**src/rtl/core/assert_macros.svh**
```systemverilog
// Assertion macros shared by the serial line assembler RTL.
`ifndef ASSERT_MACROS_SVH
`define ASSERT_MACROS_SVH

// Clocked check, disabled while reset is asserted.
`define SLA_ASSERT(name, clk, rst_n, prop, msg) \
    name: assert property (@(posedge clk) disable iff (!rst_n) prop) else $error(msg);

// Clocked check that also holds during reset.
`define SLA_ASSERT_ALWAYS(name, clk, prop, msg) \
    name: assert property (@(posedge clk) prop) else $error(msg);

`endif

```
**src/rtl/core/sla_pkg.sv**
```systemverilog
// Types, constants and helpers for the serial line assembler.
package sla_pkg;

    localparam int BUF_DEPTH = 64;
    localparam int ADDR_W    = $clog2(BUF_DEPTH);
    localparam int BUF_LAST  = BUF_DEPTH - 1;
    localparam int MAXL_W    = 6;
    localparam int BYTE_W    = 8;

    localparam logic [MAXL_W-1:0] MAX_LINE_RST = 6'd63;

    localparam logic [BYTE_W-1:0] CH_NUL   = 8'h00;
    localparam logic [BYTE_W-1:0] CH_LF    = 8'h0A;
    localparam logic [BYTE_W-1:0] CH_CR    = 8'h0D;
    localparam logic [BYTE_W-1:0] CH_SPACE = 8'h20;

    typedef enum logic [1:0] {
        MODE_TEXT   = 2'd0,
        MODE_BINLEN = 2'd1,
        MODE_BINPAY = 2'd2
    } mode_t;

    typedef enum logic {
        ST_COLLECT = 1'b0,
        ST_EMIT    = 1'b1
    } state_t;

    // Line limit clamped to the buffer.
    function automatic logic [ADDR_W-1:0] eff_max(input logic [MAXL_W-1:0] v);
        if ({3'b000, v} > 9'(BUF_LAST))
            return ADDR_W'(BUF_LAST);
        else
            return ADDR_W'(v);
    endfunction

endpackage

```
**src/rtl/core/sla_line_ram.sv**
```systemverilog
// Line buffer RAM: one write port, one registered read port.
module sla_line_ram #(
    parameter int DEPTH  = 64,
    parameter int WIDTH  = 8,
    parameter int ADDR_W = $clog2(DEPTH)
) (
    input  logic              aclk,
    input  logic              we,
    input  logic [ADDR_W-1:0] waddr,
    input  logic [WIDTH-1:0]  wdata,
    input  logic              re,
    input  logic [ADDR_W-1:0] raddr,
    output logic [WIDTH-1:0]  rdata
);

    logic [WIDTH-1:0] mem [DEPTH];

    always_ff @(posedge aclk) begin
        if (we) begin
            mem[waddr] <= wdata;
        end
    end

    always_ff @(posedge aclk) begin
        if (re) begin
            rdata <= mem[raddr];
        end
    end

endmodule

```
**src/rtl/core/serial_line_assembler_top.sv**
```systemverilog
// Serial line assembler: collects received bytes into lines and streams them out.
//
// Usage:
//   s_valid/s_ready/s_rx_byte carries received bytes, one per transaction.
//   m_valid/m_ready carries the finished line, one byte per transaction, with
//   m_byte_index, m_is_binary and m_last (set on the final byte).
//   cfg_valid/cfg_ready/cfg_data writes max_line; write it only while idle.
// Throughput: while collecting, one byte per cycle. The byte that ends a line
//   switches the block to readout: the line store has one read port, so a line
//   of N bytes holds s_ready low until all N bytes have been read from it.
// Readout: the first byte of a line passes through the read stage and the output
//   register to m_valid; the rest follow one per cycle while m_ready is high.
// Stalls: reads stop while the read stage and output register are both full,
//   so a stalled receiver loses nothing; the next line waits for readout.
// Reset: collection restarts in text mode at line start with max_line = 63.
//   The line store is not cleared; only entries written in the current line
//   are ever read.
`include "assert_macros.svh"

module serial_line_assembler_top
    import sla_pkg::*;
(
    input  logic              aclk,
    input  logic              aresetn,
    input  logic              s_valid,
    output logic              s_ready,
    input  logic [BYTE_W-1:0] s_rx_byte,
    output logic              m_valid,
    input  logic              m_ready,
    output logic [BYTE_W-1:0] m_line_byte,
    output logic [ADDR_W-1:0] m_byte_index,
    output logic              m_is_binary,
    output logic              m_last,
    input  logic              cfg_valid,
    output logic              cfg_ready,
    input  logic [MAXL_W-1:0] cfg_data
);

    state_t            state_reg, state_next;
    mode_t             mode_reg, mode_next;
    logic [ADDR_W-1:0] pos_reg, pos_next;
    logic [ADDR_W-1:0] rem_reg, rem_next;
    logic [MAXL_W-1:0] max_line_reg, max_line_next;
    logic [ADDR_W-1:0] last_idx_reg, last_idx_next;
    logic              bin_reg, bin_next;
    logic [ADDR_W-1:0] rd_addr_reg, rd_addr_next;

    logic              p1_valid_reg, p1_valid_next;
    logic [ADDR_W-1:0] p1_idx_reg;
    logic              p1_last_reg;
    logic              p1_bin_reg;

    logic              m_valid_reg, m_valid_next;
    logic [BYTE_W-1:0] m_byte_reg;
    logic [ADDR_W-1:0] m_idx_reg;
    logic              m_bin_reg;
    logic              m_last_reg;

    logic              in_acc, cfg_acc;
    logic              issue, out_load, rd_is_last;
    logic              line_end;
    logic [ADDR_W-1:0] end_last;
    logic              end_bin;

    logic              we;
    logic [ADDR_W-1:0] waddr;
    logic [BYTE_W-1:0] wdata;
    logic [BYTE_W-1:0] rdata;

    logic [ADDR_W-1:0] budget;
    logic [BYTE_W:0]   need;
    logic [ADDR_W:0]   pos_inc;
    logic [ADDR_W-1:0] rem_dec;

    sla_line_ram #(
        .DEPTH  (BUF_DEPTH),
        .WIDTH  (BYTE_W),
        .ADDR_W (ADDR_W)
    ) u_line_ram (
        .aclk  (aclk),
        .we    (we),
        .waddr (waddr),
        .wdata (wdata),
        .re    (issue),
        .raddr (rd_addr_reg),
        .rdata (rdata)
    );

    assign in_acc     = s_valid && s_ready;
    assign cfg_acc    = cfg_valid && cfg_ready;
    assign out_load   = p1_valid_reg && (!m_valid_reg || m_ready);
    assign rd_is_last = (rd_addr_reg == last_idx_reg);

    // FSM next state
    always_comb begin
        state_next = state_reg;
        case (state_reg)
            ST_COLLECT: begin
                if (in_acc && line_end) state_next = ST_EMIT;
            end
            ST_EMIT: begin
                if (issue && rd_is_last) state_next = ST_COLLECT;
            end
            default: state_next = ST_COLLECT;
        endcase
    end

    // FSM outputs
    always_comb begin
        s_ready = 1'b0;
        issue   = 1'b0;
        case (state_reg)
            ST_COLLECT: s_ready = 1'b1;
            ST_EMIT:    issue   = !p1_valid_reg || out_load;
            default: begin
                s_ready = 1'b0;
                issue   = 1'b0;
            end
        endcase
    end

    assign cfg_ready = 1'b1;

    // Line collection: decode the incoming byte against the current mode
    always_comb begin
        we        = 1'b0;
        waddr     = pos_reg;
        wdata     = s_rx_byte;
        pos_next  = pos_reg;
        rem_next  = rem_reg;
        mode_next = mode_reg;
        line_end  = 1'b0;
        end_last  = pos_reg;
        end_bin   = 1'b0;

        budget  = (rem_reg >= ADDR_W'(2)) ? rem_reg - ADDR_W'(2) : '0;
        need    = {1'b0, s_rx_byte} + (BYTE_W+1)'(1);
        pos_inc = {1'b0, pos_reg} + (ADDR_W+1)'(1);
        rem_dec = (rem_reg != '0) ? rem_reg - ADDR_W'(1) : rem_reg;

        case (mode_reg)
            MODE_BINLEN: begin
                we        = 1'b1;
                waddr     = ADDR_W'(1);
                pos_next  = ADDR_W'(2);
                mode_next = MODE_BINPAY;
                if (need < (BYTE_W+1)'(budget))
                    rem_next = ADDR_W'(need);
                else
                    rem_next = budget;
                if (rem_next == '0) begin
                    line_end = 1'b1;
                    end_last = ADDR_W'(1);
                    end_bin  = 1'b1;
                end
            end
            MODE_BINPAY: begin
                we       = 1'b1;
                pos_next = pos_inc[ADDR_W-1:0];
                rem_next = rem_dec;
                if (rem_dec == '0 || pos_inc >= (ADDR_W+1)'(BUF_LAST)) begin
                    line_end = 1'b1;
                    end_last = pos_reg;
                    end_bin  = 1'b1;
                end
            end
            default: begin
                if (pos_reg == '0 && s_rx_byte == CH_NUL) begin
                    we        = 1'b1;
                    wdata     = CH_NUL;
                    pos_next  = ADDR_W'(1);
                    mode_next = MODE_BINLEN;
                end else if (pos_reg == '0 && s_rx_byte < CH_SPACE) begin
                    we = 1'b0;      // control byte at line start: dropped
                end else if (s_rx_byte == CH_LF || s_rx_byte == CH_CR) begin
                    we       = 1'b1;
                    wdata    = CH_NUL;
                    line_end = 1'b1;
                end else begin
                    we = 1'b1;
                    // full line keeps overwriting the final slot
                    if (rem_reg != '0) begin
                        pos_next = pos_reg + ADDR_W'(1);
                        rem_next = rem_dec;
                    end
                end
            end
        endcase

        if (line_end) begin
            pos_next  = '0;
            rem_next  = eff_max(max_line_reg);
            mode_next = MODE_TEXT;
        end
        if (!in_acc) begin
            we        = 1'b0;
            pos_next  = pos_reg;
            rem_next  = rem_reg;
            mode_next = mode_reg;
        end
    end

    // Register writes and the readout pipeline
    always_comb begin
        max_line_next = max_line_reg;
        last_idx_next = last_idx_reg;
        bin_next      = bin_reg;
        rd_addr_next  = rd_addr_reg;
        p1_valid_next = p1_valid_reg;
        m_valid_next  = m_valid_reg;

        if (cfg_acc) max_line_next = cfg_data;

        if (in_acc && line_end) begin
            last_idx_next = end_last;
            bin_next      = end_bin;
            rd_addr_next  = '0;
        end else if (issue && !rd_is_last) begin
            rd_addr_next = rd_addr_reg + ADDR_W'(1);
        end

        if (issue)
            p1_valid_next = 1'b1;
        else if (out_load)
            p1_valid_next = 1'b0;

        if (out_load)
            m_valid_next = 1'b1;
        else if (m_ready)
            m_valid_next = 1'b0;
    end

    always_ff @(posedge aclk) begin
        if (!aresetn) begin
            state_reg    <= ST_COLLECT;
            mode_reg     <= MODE_TEXT;
            pos_reg      <= '0;
            rem_reg      <= eff_max(MAX_LINE_RST);
            max_line_reg <= MAX_LINE_RST;
            p1_valid_reg <= 1'b0;
            m_valid_reg  <= 1'b0;
        end else begin
            state_reg    <= state_next;
            mode_reg     <= mode_next;
            pos_reg      <= pos_next;
            max_line_reg <= max_line_next;
            p1_valid_reg <= p1_valid_next;
            m_valid_reg  <= m_valid_next;
            // a new limit applies at once only at text line start
            if (!in_acc && cfg_acc && mode_reg == MODE_TEXT && pos_reg == '0)
                rem_reg <= eff_max(cfg_data);
            else
                rem_reg <= rem_next;
        end
    end

    always_ff @(posedge aclk) begin
        last_idx_reg <= last_idx_next;
        bin_reg      <= bin_next;
        rd_addr_reg  <= rd_addr_next;
        if (issue) begin
            p1_idx_reg  <= rd_addr_reg;
            p1_last_reg <= rd_is_last;
            p1_bin_reg  <= bin_reg;
        end
        if (out_load) begin
            m_byte_reg <= rdata;
            m_idx_reg  <= p1_idx_reg;
            m_bin_reg  <= p1_bin_reg;
            m_last_reg <= p1_last_reg;
        end
    end

    assign m_valid      = m_valid_reg;
    assign m_line_byte  = m_byte_reg;
    assign m_byte_index = m_idx_reg;
    assign m_is_binary  = m_bin_reg;
    assign m_last       = m_last_reg;

    `SLA_ASSERT(a_line_end_to_emit, aclk, aresetn, (in_acc && line_end) |=> (state_reg == ST_EMIT && rd_addr_reg == '0), "line end did not start readout")
    `SLA_ASSERT(a_last_read_done, aclk, aresetn, (issue && rd_is_last) |=> (state_reg == ST_COLLECT), "readout did not stop after last read")
    `SLA_ASSERT(a_p1_hold, aclk, aresetn, (p1_valid_reg && !out_load) |=> (p1_valid_reg && $stable(p1_idx_reg)), "read stage dropped a byte")
    `SLA_ASSERT(a_binpay_pos, aclk, aresetn, (mode_reg == MODE_BINPAY) |-> (pos_reg >= ADDR_W'(2)), "binary payload position below header")

endmodule
```
**config.mk**
```make
export PLATFORM = sky130hd
export DESIGN_NAME = serial_line_assembler_top
export DESIGN_NICKNAME = d
export VERILOG_FILES = /design/src/rtl/core/sla_pkg.sv /design/src/rtl/core/sla_line_ram.sv /design/src/rtl/core/serial_line_assembler_top.sv
export VERILOG_INCLUDE_DIRS = /design/src /design/src/rtl/core
export SDC_FILE = /design/constraint.sdc
export NUM_CORES = 1
export LEC_CHECK = 0
export ABC_CLOCK_PERIOD_IN_PS = 3200
export BUFFER_PORTS_ARGS = -buffer_cell sky130_fd_sc_hd__buf_2
export CAP_MARGIN = 10
export CORE_UTILIZATION = 47
export DETAILED_ROUTE_END_ITERATION = 16
export GPL_TIMING_DRIVEN = 0
export PLACE_DENSITY = 0.75
export REMOVE_ABC_BUFFERS = 1
export SETUP_SLACK_MARGIN = 0.2
export SLEW_MARGIN = 0
export SYNTH_ARGS = -nofsm -noshare
export SYNTH_HDL_FRONTEND = slang
export SYNTH_SLANG_ARGS = --single-unit
```
**constraint.sdc**
```tcl
create_clock -name aclk -period 3.2 [get_ports aclk]
set_input_delay 0.32 -clock aclk [delete_from_list [all_inputs] [get_ports aclk]]
set_output_delay 0.32 -clock aclk [all_outputs]
set_load 0.02 [all_outputs]
```
==> results.env <==
MAPPEDNETLISTAREA_MM2=0.0235
CRITPATHREQUIREDTIME_PS=3660
GRT_FIRST_PASS_WIRELENGTH_UM=78400
FLOORPLAN.IO_PINS=38
WORST_PATH_MAX_DELAY_CELL='or4_4'
CTS_ROOT_BUFFER='clkbuf_16'
LAYOUT_CELL_SHARE_WITH_DRIVE_STRENGTH_BEYOND_1_PCT=35.3
CRITICAL_PATH.REG2REG.STARTPOINT='rem_reg[2]'
YOSYS_WARNINGS=0
WORST_SETUP_PATH_STARTPOINT='rem_reg[2]'
TRITONCTS='built'
CRITPATHKIND='reg2reg'
CLK-INSERTION-DELAY-LATE_PS=620
STATIC_LEAKAGE_POWER_nW=8.47
FINALMAXSLEWVIOLATIONS=0
START_UTIL_PCT=47.9
SYNTH.FF_LATCH_COUNT=580
HOLD_PATH.CLASS='in2reg'
DESIGN.DIE.AREA_MM2=0.0508
P_SEQ_SHARE_PCT=50.3
POST-SYNTH-TOP-AREA-FRACTION_PCT=70.5
FINALSETUPVIOLCOUNT=0
VDD_DROP_MAX_mV=0.435
CAP_VIOLATIONS=0
GRT_MAX_DEGREE=71
CRIT_PATH_START_KIND='flip-flop'
WORSTPATHCELLLIST='or4_4 -> or3_4 -> nand2_4 -> ha_4 -> a21oi_2 -> o21ai_1 -> nand2_1 -> nand4_4 -> mux2_4 -> o211ai_4 -> buf_6 -> mux2i_2 -> a22oi_1'
CTSLONGESTPATHBUFFERS=3
TIMING.CRITICAL_PATH.FANOUT_MAX=6
MAPPED_CELLS=1199
ROUTE.ANTENNA.REMAINING_NETS=0
TOP_REGISTER='u_line_ram.mem'
CLK_PIN_SLEW_WORST_PATHS_PS=60
DIE-WIDTH_UM=225
HOLD_VIOL_FINAL=0
SYNTH_MOST_COMMON_CELL='edfxtp_1'
PLACE.GP.CONGESTION=0.834
SYN_TO_FINAL_GROWTH_PCT=17.4
SYNTH_TOP_CELLS_BY_AREA='edfxtp_1, mux4_2, dfxtp_1'
YS_TOP_CELLS_BY_COUNT='edfxtp_1, mux4_2, nor2_1, nand2_1, clkbuf_1'
WORST_R2R_ENDPOINT='rem_reg[5]'
CRIT_PATH_MAX_INCR_DELAY_PS=540
WORSTSETUPENDPOINTTYPE='flip-flop'
SYNTH_FF_TYPE='edfxtp_1'
STDCELL_AREA_MM2=0.0276
CRIT_END='rem_reg[5]'
PWR-SHARE-COMB_PCT=10.4
DRCVIOLATIONCOUNT=0
TIMING.HOLD.WORST.START='aresetn'
FIRST_PASS_ITERS=5
SYNTHARSTFLOPSHARE_PCT=0
REGTOREGSETUPSLACK_PS=110
WORST_SETUP_SLACK_AFTER_PLACEMENT_PS=-1270
CTS_MAX_LEVEL=2
SYNTH-EDFF-COUNT=551
RSZ0062_AT_GRT='yes'
COREAREA_MM2=0.0491
FILLCELLCOUNT=3586
ALL_LAYER_GR_USAGE_PCT=21.2
DRTITER0DRC=1257
FIN_NETS=1319
MIN_PERIOD_OVER_PERIOD_PCT=96.6
POST_PLACE_CELL_AREA_MM2=0.0245
TOTAL_NUMBER_OF_CLOCK_TREE_SINKS=580
YOSYSUNIQUECELLTYPES=59
FMAX_MHz=324
YOSYS.AREA.TOP_TYPE='edfxtp_1'
POWER_SWITCHING_mW=3.78
FINAL_CRITICAL_PATH_TIME_INCLUDING_I_O_DELAYS_AND_SETUP_PS=3090
FLOORPLAN.DIE.HEIGHT_UM=225
P_SW_SHARE_PCT=22.6
WORSTMARGINPINSLEW_PS=1020
WORST_SLACK_PS=109
SLEW-LIMIT-HEADROOM_PCT=31.7
SYNTH.YOSYS.SEQ_AREA_SHARE_PCT=73.0
REG2REG_DEPTH=13
INTERNAL_POWER_mW=12.9
LARGEST_REGISTER_FFS=512
FP-ROW-COUNT=81
CP_DATA_ARRIVAL_TIME_PS=3550
DR_TOTAL_VIAS=12000
SHARE_CLK_OF_TOTAL_POWER_PCT=39.3
ANTENNA_FOUND_INITIAL=2
PLACEMENT.IO_BUFFERS=36
CTS-BUFFERS-INSERTED=56
WL_PER_CELL_UM=26.6
TOTAL_GLOBAL_ROUTING_OVERFLOW=0
FINCLKSKEW_PS=32.3
POSTSYNTHAREAPERCELL_UM2=19.6
ROUTED_WIRELENGTH_UM=52900
GRT_PASS1_VIAS=12000
DETAIL_ROUTE.VIAS_PER_CELL=6.02
DP_HPWL_UM=30200
POWER-PER-CELL-AREA_mW_PER_MM2=605
OUTCOME='finished, final reports clean'
[worst max-delay path, delay by kind of cell, from the launching register on]
kind / cells / cell delay, ps
buffers and inverters: 1 / 160
adder cells (fa/ha/maj): 1 / 200
flip-flops: 1 / 350
AND/OR/NAND/NOR: 5 / 1270
multiplexers: 2 / 530
AO/OA/AOI/OAI: 4 / 420
[per-layer routing]
metal	GRT usage [%]	vias to the layer above	wire length, um
met3	4.20	101	4200
met5	0	-	28
met1	29.2	6281	21100
li1	-	5051	-
met2	34.4	544	26000
met4	6.74	4	1570
[cell type report]
cell class,count,area [um2],share of cell area [%]
diodes,1,2.50,0.00908
clock buffers,71,1490,5.40
clock inverters,33,343,1.24
inverters,21,83.8,0.304
multi-input cells,532,6730,24.4
flip-flops and latches,580,17200,62.2
well taps,664,831,3.01
repair buffers,88,932,3.38
[cells by family (layout without fill, tap and decap cells)]
logic type	count (synthesis)	in the layout	share of synthesized area [%]
adders and majority gates	21	21	1.12
other	1	2	0.0160
buffers and inverters	87	213	1.59
and+or+nand+nor	234	234	4.53
xor gates and xnor gates	24	24	0.896
muxes	188	188	17.0
DFF	580	580	73.0
AOI/OAI and AO/OA	64	64	1.87
[repair_timing]
item | CTS | global route
pin swaps | 27 | 12
endpoints found under the hold margin | 7 | 0
setup buffers | 24 | 3
cloned | 2 | 0
gates resized for setup | 171 | 29
hold buffers | 6 | 0
endpoints found under the setup margin | 515 | 386
[power by group through the flow]
stage          registers, mW  logic, mW  clock network (mW)
2_1_floorplan           8.73       1.01                   0
3_3_place_gp            8.84       1.43                   0
3_5_place_dp            8.60       1.49                   0
4_1_cts                 8.39       1.72                6.62
5_1_grt                 8.39       1.83                6.92
6_report                8.39       1.74                6.56
[worst min path at each step]
stage / end / cells past startpoint
after global routing: max_line_reg[0] / 2
after global placement: m_byte_index[0] / 0
after floorplan: max_line_reg[0] / 1
after detailed placement: m_byte_index[0] / 0
after CTS: max_line_reg[2] / 2
final: max_line_reg[2] / 2
[per-stage QoR]
| step | total power [mW] | instances | utilization, % | hold WS [ps] | setup TNS (ps) |
|---|---|---|---|---|---|
| final | 16.7 | 1990 | 56.2 | 12.8 | 0 |
| after global routing | 17.1 | 1989 | 56.2 | 23.5 | 0 |
| after CTS | 16.7 | 1982 | 55.7 | 1.14 | 0 |
| after detailed placement | 10.1 | 1846 | 50.0 | 408 | -398980 |
| after global placement | 10.3 | 1833 | 49.3 | 404 | -877890 |
| after floorplan | 9.73 | 1133 | - | 382 | -62860 |
[cell usage in the layout, fill, tap and decap left out, types with 4 or more instances in the layout]
master	Yosys	final
buf_6	2	9
a21oi_1	18	16
edfxtp_1	551	551
a22oi_1	6	6
xor2_1	10	9
a31oi_1	6	6
buf_12	0	10
bufinv_16	0	5
nand3_1	19	13
dfxtp_4	0	6
nor3_1	15	12
nand2_1	60	50
mux4_2	168	168
o21ai_0	11	10
nor2_4	0	54
ha_1	21	17
buf_16	0	6
mux2i_1	16	15
nand2_4	0	7
ha_4	0	4
nor2_2	0	12
or3_1	9	8
inv_1	20	16
clkbuf_16	0	56
buf_2	13	35
xnor2_1	14	14
nor2b_1	7	5
dfxtp_2	0	5
o211ai_1	6	6
buf_4	1	18
nand4_1	7	7
clkinv_2	0	12
dlygate4sd3_1	0	6
clkbuf_1	41	12
nor2_1	93	27
clkinv_1	1	8
dfxtp_1	29	18
No activity file was read; power rests on OpenSTA's default activity.
